===== src/rtl/efd_pkg.sv =====
// ----------------------------------------------------------------------------
// efd_pkg
// Shared types and constants of the escaped frame deframer.
// ----------------------------------------------------------------------------
package efd_pkg;

  // framing bytes
  localparam logic [7:0] SYNC_BYTE   = 8'hCC;
  localparam logic [7:0] SYNC_SECOND = 8'h00;

  // configuration register indexes and reset values
  localparam logic       CFG_MAX_CHAN = 1'b0;
  localparam logic       CFG_MAX_PAY  = 1'b1;
  localparam logic [7:0]  RST_MAX_CHAN = 8'd32;
  localparam logic [15:0] RST_MAX_PAY  = 16'd128;

  // number of payload length bytes, big-endian
  localparam int unsigned PLEN_BYTES = 4;

  // parse phases
  typedef enum logic [2:0] {
    PH_HUNT_A = 3'd0,
    PH_HUNT_B = 3'd1,
    PH_CHLEN  = 3'd2,
    PH_PLEN   = 3'd3,
    PH_CHAN   = 3'd4,
    PH_PAY    = 3'd5,
    PH_CSUM   = 3'd6
  } phase_e;

  // result kinds
  typedef enum logic [1:0] {
    KIND_CHAN = 2'd0,
    KIND_PAY  = 2'd1,
    KIND_GOOD = 2'd2,
    KIND_BAD  = 2'd3
  } kind_e;

  // one result of the parser
  typedef struct packed {
    logic       valid;
    kind_e      kind;
    logic [7:0] data;
  } res_t;

endpackage


===== src/rtl/efd_byte_if.sv =====
// ----------------------------------------------------------------------------
// efd_byte_if
// Valid/ready channel carrying one raw received byte.
// ----------------------------------------------------------------------------
interface efd_byte_if;
  logic       valid;
  logic       ready;
  logic [7:0] rx_byte;

  modport source (output valid, output rx_byte, input ready);
  modport sink   (input valid, input rx_byte, output ready);
endinterface


===== src/rtl/efd_res_if.sv =====
// ----------------------------------------------------------------------------
// efd_res_if
// Valid/ready channel carrying one decoded byte or frame verdict.
// ----------------------------------------------------------------------------
interface efd_res_if;
  logic       valid;
  logic       ready;
  logic [1:0] out_kind;
  logic [7:0] out_byte;

  modport source (output valid, output out_kind, output out_byte, input ready);
  modport sink   (input valid, input out_kind, input out_byte, output ready);
endinterface


===== src/rtl/escaped_frame_deframer.sv =====
// ----------------------------------------------------------------------------
// escaped_frame_deframer
// Byte-stuffed serial frame deframer with an 8-bit additive checksum.
// An accepted byte sits in the input register, then goes through the parse logic
// into the result register; a full result register that is not being read stalls it.
// Throughput: one byte per cycle unless stalled; the parse state machine updates once per byte.
// Reset clears the parse state, the pipeline valids and loads the limits
// with 32 channel bytes and 128 payload bytes.
// ----------------------------------------------------------------------------
module escaped_frame_deframer (
  input  logic        clk_i,
  input  logic        rst_ni,
  efd_byte_if.sink    in_if,
  efd_res_if.source   out_if,
  input  logic        cfg_we_i,
  input  logic        cfg_idx_i,
  input  logic [15:0] cfg_data_i
);
  import efd_pkg::*;

  logic        in_valid_q;
  logic [7:0]  in_byte_q;
  logic [7:0]  max_chan_q;
  logic [15:0] max_pay_q;
  logic        res_valid_q;
  logic [1:0]  res_kind_q;
  logic [7:0]  res_byte_q;
  logic        step;
  logic        in_take;
  res_t        res;

  // the buffered byte moves on once the result register is free or being read
  assign step        = in_valid_q && (!res_valid_q || out_if.ready);
  assign in_take     = in_if.valid && in_if.ready;
  assign in_if.ready = !in_valid_q || step;

  // input register
  always_ff @(posedge clk_i or negedge rst_ni) begin
    if (!rst_ni) begin
      in_valid_q <= 1'b0;
    end else if (in_take) begin
      in_valid_q <= 1'b1;
    end else if (step) begin
      in_valid_q <= 1'b0;
    end
  end

  always_ff @(posedge clk_i) begin
    if (in_take) begin
      in_byte_q <= in_if.rx_byte;
    end
  end

  // configuration registers
  always_ff @(posedge clk_i or negedge rst_ni) begin
    if (!rst_ni) begin
      max_chan_q <= RST_MAX_CHAN;
      max_pay_q  <= RST_MAX_PAY;
    end else if (cfg_we_i) begin
      case (cfg_idx_i)
        CFG_MAX_CHAN: max_chan_q <= cfg_data_i[7:0];
        CFG_MAX_PAY:  max_pay_q  <= cfg_data_i;
        default: ;
      endcase
    end
  end

  efd_parser u_parser (
    .clk_i      (clk_i),
    .rst_ni     (rst_ni),
    .step_i     (step),
    .rx_byte_i  (in_byte_q),
    .max_chan_i (max_chan_q),
    .max_pay_i  (max_pay_q),
    .res_o      (res)
  );

  // result register
  always_ff @(posedge clk_i or negedge rst_ni) begin
    if (!rst_ni) begin
      res_valid_q <= 1'b0;
    end else if (step) begin
      res_valid_q <= res.valid;
    end else if (out_if.ready) begin
      res_valid_q <= 1'b0;
    end
  end

  always_ff @(posedge clk_i) begin
    if (step && res.valid) begin
      res_kind_q <= 2'(res.kind);
      res_byte_q <= res.data;
    end
  end

  assign out_if.valid    = res_valid_q;
  assign out_if.out_kind = res_kind_q;
  assign out_if.out_byte = res_byte_q;

endmodule


===== src/rtl/efd_parser.sv =====
// ----------------------------------------------------------------------------
// efd_parser
// Frame parse state machine: sync hunt, header lengths, unstuffing, checksum.
// ----------------------------------------------------------------------------
module efd_parser (
  input  logic          clk_i,
  input  logic          rst_ni,
  input  logic          step_i,
  input  logic [7:0]    rx_byte_i,
  input  logic [7:0]    max_chan_i,
  input  logic [15:0]   max_pay_i,
  output efd_pkg::res_t res_o
);
  import efd_pkg::*;

  localparam int unsigned IdxW = $clog2(PLEN_BYTES);
  localparam logic [IdxW-1:0] IdxLast = IdxW'(PLEN_BYTES - 1);

  phase_e          phase_q, phase_d;
  logic [IdxW-1:0] idx_q, idx_d;
  logic [7:0]      chan_rem_q, chan_rem_d;
  logic [15:0]     pay_rem_q, pay_rem_d;
  logic            pay_big_q, pay_big_d;
  logic [7:0]      sum_q, sum_d;
  logic            esc_q, esc_d;

  // shared decode of the incoming byte
  logic        is_sync, is_zero, in_body, take_body, broken, hdr_last, len_bad;
  logic [15:0] pay_shift;
  logic        pay_big_shift;

  assign is_sync       = (rx_byte_i == SYNC_BYTE);
  assign is_zero       = (rx_byte_i == SYNC_SECOND);
  assign in_body       = (phase_q == PH_CHAN) || (phase_q == PH_PAY);
  assign take_body     = in_body && (esc_q ? is_sync : !is_sync);
  assign broken        = in_body && esc_q && !is_sync;
  assign hdr_last      = (idx_q == IdxLast);
  assign pay_shift     = {pay_rem_q[7:0], rx_byte_i};
  assign pay_big_shift = pay_big_q || (pay_rem_q[15:8] != 8'd0);
  assign len_bad       = (chan_rem_q > max_chan_i) || pay_big_shift ||
                         (pay_shift > max_pay_i);

  // next phase
  always_comb begin
    phase_d = phase_q;
    case (phase_q)
      PH_HUNT_A: phase_d = is_sync ? PH_HUNT_B : PH_HUNT_A;
      PH_HUNT_B: phase_d = is_zero ? PH_CHLEN : PH_HUNT_A;
      PH_CHLEN:  phase_d = PH_PLEN;
      PH_PLEN: begin
        if (hdr_last) begin
          if (len_bad) begin
            phase_d = PH_HUNT_A;
          end else if (chan_rem_q != 8'd0) begin
            phase_d = PH_CHAN;
          end else begin
            phase_d = (pay_shift != 16'd0) ? PH_PAY : PH_CSUM;
          end
        end
      end
      PH_CHAN, PH_PAY: begin
        if (broken) begin
          phase_d = is_zero ? PH_CHLEN : PH_HUNT_A;
        end else if (take_body) begin
          if (phase_q == PH_CHAN) begin
            if (chan_rem_q == 8'd1) begin
              phase_d = (pay_rem_q != 16'd0) ? PH_PAY : PH_CSUM;
            end
          end else if (pay_rem_q == 16'd1) begin
            phase_d = PH_CSUM;
          end
        end
      end
      PH_CSUM:   phase_d = PH_HUNT_A;
      default:   phase_d = is_sync ? PH_HUNT_B : PH_HUNT_A;
    endcase
  end

  // datapath and result
  always_comb begin
    idx_d      = idx_q;
    chan_rem_d = chan_rem_q;
    pay_rem_d  = pay_rem_q;
    pay_big_d  = pay_big_q;
    sum_d      = sum_q;
    esc_d      = esc_q;
    res_o      = '{valid: 1'b0, kind: KIND_BAD, data: 8'd0};
    case (phase_q)
      PH_HUNT_B: begin
        if (is_zero) begin
          sum_d = 8'd0;
          esc_d = 1'b0;
        end
      end
      PH_CHLEN: begin
        chan_rem_d = rx_byte_i;
        idx_d      = '0;
        pay_rem_d  = 16'd0;
        pay_big_d  = 1'b0;
      end
      PH_PLEN: begin
        pay_rem_d = pay_shift;
        pay_big_d = pay_big_shift;
        idx_d     = idx_q + IdxW'(1);
        if (hdr_last) begin
          idx_d = '0;
          if (len_bad) begin
            res_o = '{valid: 1'b1, kind: KIND_BAD, data: 8'd0};
          end else begin
            sum_d = 8'd0;
            esc_d = 1'b0;
          end
        end
      end
      PH_CHAN, PH_PAY: begin
        if (broken) begin
          esc_d = 1'b0;
          res_o = '{valid: 1'b1, kind: KIND_BAD, data: 8'd0};
          if (is_zero) begin
            sum_d = 8'd0;
          end
        end else if (take_body) begin
          esc_d = 1'b0;
          sum_d = sum_q + rx_byte_i;
          if (phase_q == PH_CHAN) begin
            chan_rem_d = chan_rem_q - 8'd1;
            res_o      = '{valid: 1'b1, kind: KIND_CHAN, data: rx_byte_i};
          end else begin
            pay_rem_d = pay_rem_q - 16'd1;
            res_o     = '{valid: 1'b1, kind: KIND_PAY, data: rx_byte_i};
          end
        end else begin
          // unpaired sync byte inside the body, wait for its partner
          esc_d = 1'b1;
        end
      end
      PH_CSUM: begin
        res_o = '{valid: 1'b1, kind: (rx_byte_i == sum_q) ? KIND_GOOD : KIND_BAD,
                  data: 8'd0};
      end
      default: ;
    endcase
    if (!step_i) begin
      res_o.valid = 1'b0;
    end
  end

  // control state
  always_ff @(posedge clk_i or negedge rst_ni) begin
    if (!rst_ni) begin
      phase_q    <= PH_HUNT_A;
      idx_q      <= '0;
      chan_rem_q <= 8'd0;
      pay_rem_q  <= 16'd0;
      pay_big_q  <= 1'b0;
      sum_q      <= 8'd0;
      esc_q      <= 1'b0;
    end else if (step_i) begin
      phase_q    <= phase_d;
      idx_q      <= idx_d;
      chan_rem_q <= chan_rem_d;
      pay_rem_q  <= pay_rem_d;
      pay_big_q  <= pay_big_d;
      sum_q      <= sum_d;
      esc_q      <= esc_d;
    end
  end

`ifndef SYNTHESIS
  // channel phase always has bytes left to read
  a_chan_nonzero: assert property (@(posedge clk_i) disable iff (!rst_ni)
    phase_q == PH_CHAN |-> chan_rem_q != 8'd0)
    else $error("channel phase with zero bytes left");

  // payload phase only with an accepted, nonzero length
  a_pay_nonzero: assert property (@(posedge clk_i) disable iff (!rst_ni)
    phase_q == PH_PAY |-> (pay_rem_q != 16'd0) && !pay_big_q)
    else $error("payload phase with bad remaining count");

  // a pending escape exists only inside a frame body
  a_esc_body: assert property (@(posedge clk_i) disable iff (!rst_ni)
    esc_q |-> (phase_q == PH_CHAN) || (phase_q == PH_PAY))
    else $error("escape pending outside body");

  // a verdict always returns to hunting or a fresh header
  a_verdict_phase: assert property (@(posedge clk_i) disable iff (!rst_ni)
    res_o.valid && (res_o.kind == KIND_GOOD || res_o.kind == KIND_BAD)
    |=> phase_q == PH_HUNT_A || phase_q == PH_CHLEN)
    else $error("verdict did not end the frame");
`endif

endmodule


===== src/flat_wrapper.sv =====
// flat-port wrapper written by rule: the top's interface ports become plain ports
module escaped_frame_deframer_flat import efd_pkg::*;
  (clk_i, rst_ni, cfg_we_i, cfg_idx_i, cfg_data_i, in_if_valid, in_if_rx_byte, in_if_ready, out_if_valid, out_if_out_kind, out_if_out_byte, out_if_ready);
  efd_byte_if in_if_i ();
  efd_res_if out_if_i ();
  input  logic clk_i;
  input  logic rst_ni;
  input  logic cfg_we_i;
  input  logic cfg_idx_i;
  input  logic [15:0] cfg_data_i;
  input wire logic [$bits(in_if_i.valid)-1:0] in_if_valid;
  input wire logic [$bits(in_if_i.rx_byte)-1:0] in_if_rx_byte;
  output wire logic [$bits(in_if_i.ready)-1:0] in_if_ready;
  output wire logic [$bits(out_if_i.valid)-1:0] out_if_valid;
  output wire logic [$bits(out_if_i.out_kind)-1:0] out_if_out_kind;
  output wire logic [$bits(out_if_i.out_byte)-1:0] out_if_out_byte;
  input wire logic [$bits(out_if_i.ready)-1:0] out_if_ready;
  assign in_if_i.valid = in_if_valid;
  assign in_if_i.rx_byte = in_if_rx_byte;
  assign in_if_ready = in_if_i.ready;
  assign out_if_valid = out_if_i.valid;
  assign out_if_out_kind = out_if_i.out_kind;
  assign out_if_out_byte = out_if_i.out_byte;
  assign out_if_i.ready = out_if_ready;
  escaped_frame_deframer u_core (.clk_i(clk_i), .rst_ni(rst_ni), .in_if(in_if_i), .out_if(out_if_i), .cfg_we_i(cfg_we_i), .cfg_idx_i(cfg_idx_i), .cfg_data_i(cfg_data_i));
endmodule

===== config.mk =====
export PLATFORM = sky130hd
export DESIGN_NAME = escaped_frame_deframer_flat
export DESIGN_NICKNAME = d
export VERILOG_FILES = /design/src/rtl/efd_pkg.sv /design/src/rtl/efd_byte_if.sv /design/src/rtl/efd_res_if.sv /design/src/rtl/escaped_frame_deframer.sv /design/src/rtl/efd_parser.sv /design/src/flat_wrapper.sv
export SDC_FILE = /design/constraint.sdc
export NUM_CORES = 1
export LEC_CHECK = 0
export BUFFER_PORTS_ARGS = -buffer_cell sky130_fd_sc_hd__buf_2
export CORE_MARGIN = 2
export CORE_UTILIZATION = 55
export DETAILED_ROUTE_END_ITERATION = 12
export PLACE_DENSITY = 0.84
export SLEW_MARGIN = 20
export SYNTH_ARGS = -nofsm -noshare
export SYNTH_HDL_FRONTEND = slang
export SYNTH_HIERARCHICAL = 1
export SYNTH_SLANG_ARGS = --single-unit

===== constraint.sdc =====
create_clock -name clk_i -period 2.9 [get_ports clk_i]
set_input_delay 0.145 -clock clk_i [delete_from_list [all_inputs] [get_ports clk_i]]
set_output_delay 0.145 -clock clk_i [all_outputs]
set_load 0.05 [all_outputs]

==> results.json <==
{
  "yosysUniqueCellTypes": 67,
  "yosysWarningCount": 6,
  "grt_max_degree": 39,
  "synth-edff-count": 18,
  "endpoint": "u_core/out_if.out_byte[2]",
  "top_layer": "met4",
  "cp_max_fo": 5,
  "setup_violations": 0,
  "cts_max_level": 3,
  "rows": 34,
  "ant_nets": 0,
  "grt_pass1_vias": 4157,
  "worst_pin_slew_ns": 0.671,
  "track_usage_pct": 25.9,
  "die_w_um": 99.6,
  "hold_viol_final": 0,
  "ir_drop_mv": 0.483,
  "multi_input_area_um2": 2640,
  "pin_count": 42,
  "clock_power_share_pct": 32.3,
  "cts_buffers": 9,
  "combPwrFrac_pct": 20.1,
  "slew_violations": 0,
  "drt-met1-wl_mm": 5.07,
  "reg2reg_slack_ns": 0.10,
  "required_ns": 3.02,
  "p_sw_mw": 0.785,
  "fmax_ghz": 0.358,
  "cellLeakagePower_nw": 2.75,
  "nNetsFinal": 642,
  "gp_congestion": 0.901,
  "min_path_type": "input pin to flip-flop",
  "r2r-start": "u_core/max_pay_q[15]",
  "detail_route.vias_per_cell": 6.18,
  "synth_async_sr_flop_share_pct": 78.3,
  "postLayoutCoreUtil_pct": 66.6,
  "syn_to_final_growth_pct": 16.6,
  "post_drt_wl_per_cell_um": 18.0,
  "cts_buffer_depth": 2,
  "hpwl_mm": 9.09,
  "syn_avg_cell_area_um2": 10.2,
  "regArea_um2": 2170,
  "power_mw": 2.80,
  "drtIter0Drc": 401,
  "die_area_um2": 9930,
  "drt_first_pass_iters": 9,
  "switching_share_pct": 28.0,
  "synth_area_um2": 5030,
  "p_int_mw": 2.01,
  "portBuffers": 41,
  "clk_pin_slew_ns": 0.09,
  "worst_setup_path_start_kind": "flip-flop",
  "rsz0062_at_grt": "no",
  "outcome": "finished, final reports clean",
  "die_y_um": 99.6,
  "powerDensity_nw_per_um2": 477,
  "finClkSkew_ns": 0.0180,
  "num_vias": 4255,
  "drc": 0,
  "cts-root-buf": "clkbuf_8",
  "reg2reg_to": "u_core/out_if.out_byte[2]",
  "fin_crit_ns": 2.80,
  "slew_headroom_pct": 54.9,
  "gr-total-overflow": 0,
  "synth_cells": 495,
  "ys_seq_area_share_pct": 43.1,
  "insertion_delay_ns": 0.37,
  "grt_pass1_wl_mm": 20.2,
  "cts_tree": "built",
  "diodes": 0,
  "crit_path_end_kind": "flip-flop",
  "wl_met2_mm": 6.14,
  "core_um2": 8810,
  "arrival_ns": 2.92,
  "fillers": 641,
  "routed_wl_mm": 12.4,
  "finalCritPeriodShare_pct": 96.4,
  "start_util_pct": 57.1,
  "maxCapViolations": 0,
  "rr_worst_depth": 11,
  "seq_power_share_pct": 47.6,
  "setup.worst_path.class": "flip-flop to flip-flop",
  "synth_fp_nets": 562,
  "clock-sinks": 83,
  "holdWs_ns": 0.0144,
  "layout-drive-gt1-share_pct": 23.8,
  "synth_flop_cell": "dfrtp_1",
  "antenna_found_initial": 0,
  "ys_ff_latch": 83,
  "wl_met3_um": 836,
  "worstSetupStartpoint": "u_core/max_pay_q[15]"
}
==> cells by family (layout without fill, tap and decap cells) <==
logic type | Yosys count | count (layout) | share of synthesized area, %
mux | 25 | 25 | 6.94
compound gates | 141 | 141 | 18.3
fa+ha+maj | 37 | 37 | 9.35
xor+xnor | 7 | 7 | 1.22
buf+inv | 53 | 137 | 4.92
flops | 83 | 83 | 43.1
simple gates | 149 | 150 | 16.2
==> registers in the layout, summed over array words and instances (netlist names) <==
| name | cells |
|---|---|
| u_core/u_parser/idx_q | 2 |
| u_core/u_parser/esc_q | 1 |
| u_core/out_if.valid | 1 |
| u_core/u_parser/phase_q | 3 |
| u_core/u_parser/pay_rem_q | 16 |
| u_core/max_pay_q | 16 |
| u_core/u_parser/sum_q | 8 |
| u_core/out_if.out_byte | 8 |
| u_core/in_byte_q | 8 |
| u_core/out_if.out_kind | 2 |
| u_core/u_parser/chan_rem_q | 8 |
| u_core/u_parser/pay_big_q | 1 |
| u_core/in_valid_q | 1 |
| u_core/max_chan_q | 8 |
==> critical path, stage by stage, from the launching register on <==
cell	delay, ns
dfrtp_1	0.35
inv_1	0.05
ha_1	0.30
buf_4	0.14
a21oi_1	0.16
o21ai_0	0.18
or4_4	0.53
a221oi_4	0.34
o31a_1	0.17
nor3_1	0.05
nand2_1	0.21
nor2b_4	0.09
==> metrics by stage <==
stage               TNS [ns]  instance area, um2  cells  setup slack [ns]
global route               0                5860    688          0.000442
finish                     0                5860    688             0.105
CTS                        0                5840    686             0.117
floorplan                  0                5030    495            0.0693
detailed placement     -2.57                5510    659            -0.257
global placement      -0.762                5510    659           -0.0763
==> power groups by stage <==
| stage | logic, mW | registers [mW] | clock network (mW) |
|---|---|---|---|
| after CTS | 0.556 | 1.33 | 0.921 |
| after floorplan | 0.350 | 1.34 | 0 |
| after detailed placement | 0.539 | 1.35 | 0 |
| after global placement | 0.514 | 1.35 | 0 |
| final | 0.564 | 1.33 | 0.904 |
| after global routing | 0.619 | 1.34 | 0.964 |
==> cell type report <==
type,instances,share of cell area (%)
Clock buffer,13,2.90
Clock inverter,3,0.747
Timing Repair Buffer,87,9.86
Sequential cell,83,37.0
Multi-Input combinational cell,360,45.0
Inverter,34,2.18
Tap cell,108,2.30
==> cell usage in the layout (no fill, tap or decap), types with 7 or more instances in the layout <==
master and n:
nor4_1 7, a21oi_1 30, ha_1 36, a22oi_1 9
edfxtp_1 18, nand2_1 23, mux2_4 18, inv_1 34
nor2_1 41, clkbuf_8 10, nor3_1 13, o21ai_1 10
nand2b_1 10, dfrtp_1 63, buf_4 35, and2_1 9
nand3_1 7, buf_2 41, dlygate4sd3_1 11, o21ai_0 43
==> what timing repair did <==
| item | 4_1_cts | 5_1_grt |
|---|---|---|
| endpoints found under the setup margin | 10 | 10 |
| pin swaps | 0 | 1 |
| hold buffers | 11 | 0 |
| gates cloned | 0 | 1 |
| gates resized for setup | 2 | 2 |
| hold endpoints to repair | 32 | 0 |
| buffers inserted | 0 | 1 |
==> synth_stat cells, drive strengths merged, types with 2 or more instances <==
master   count  area [um2]
a211oi       4        30.0
a21boi       2        15.0
a21o         5        45.0
a21oi       30         150
a221oi       2        35.0
a22o         6        52.6
a22oi        9        67.6
a31oi        6        52.6
a32oi        2        17.5
and2         9        56.3
and3         2        12.5
and4         2        17.5
buf          8        78.8
clkbuf      11        41.3
dfrtp       63        1580
dfstp        2        52.6
edfxtp      18         541
ha          36         450
inv         34         128
mux2        25         349
nand2       25         109
nand2b      10        62.6
nand3        7        35.0
nand4        6        37.5
nand4b       2        17.5
nor2        41         154
nor2b        7        43.8
nor3        17         106
nor3b        3        27.5
nor4         7        43.8
o2111ai      3        26.3
o211ai       2        15.0
o21a         2        15.0
o21ai       57         300
o31ai        2        15.0
or2          2        12.5
or3          5        36.3
or4          3        33.8
xnor2        6        52.6
==> worst min-delay path by stage <==
stage | startpoint | to | depth (start not counted)
final | cfg_data_i[10] | u_core/max_pay_q[10] | 2
after CTS | cfg_data_i[10] | u_core/max_pay_q[10] | 2
after detailed placement | rst_ni | u_core/max_pay_q[12] | 1
after floorplan | rst_ni | u_core/in_valid_q | 0
after global placement | rst_ni | u_core/max_pay_q[12] | 1
after global routing | cfg_data_i[13] | u_core/max_pay_q[13] | 2
==> layer usage <==
| layer | GRT usage [%] | vias up |
|---|---|---|
| li1 | - | 1969 |
| met1 | 34.4 | 2038 |
| met2 | 43.2 | 211 |
| met3 | 4.15 | 37 |
| met4 | 9.38 | 0 |
| met5 | 0 | - |
Power figures use the tool's default switching activity.
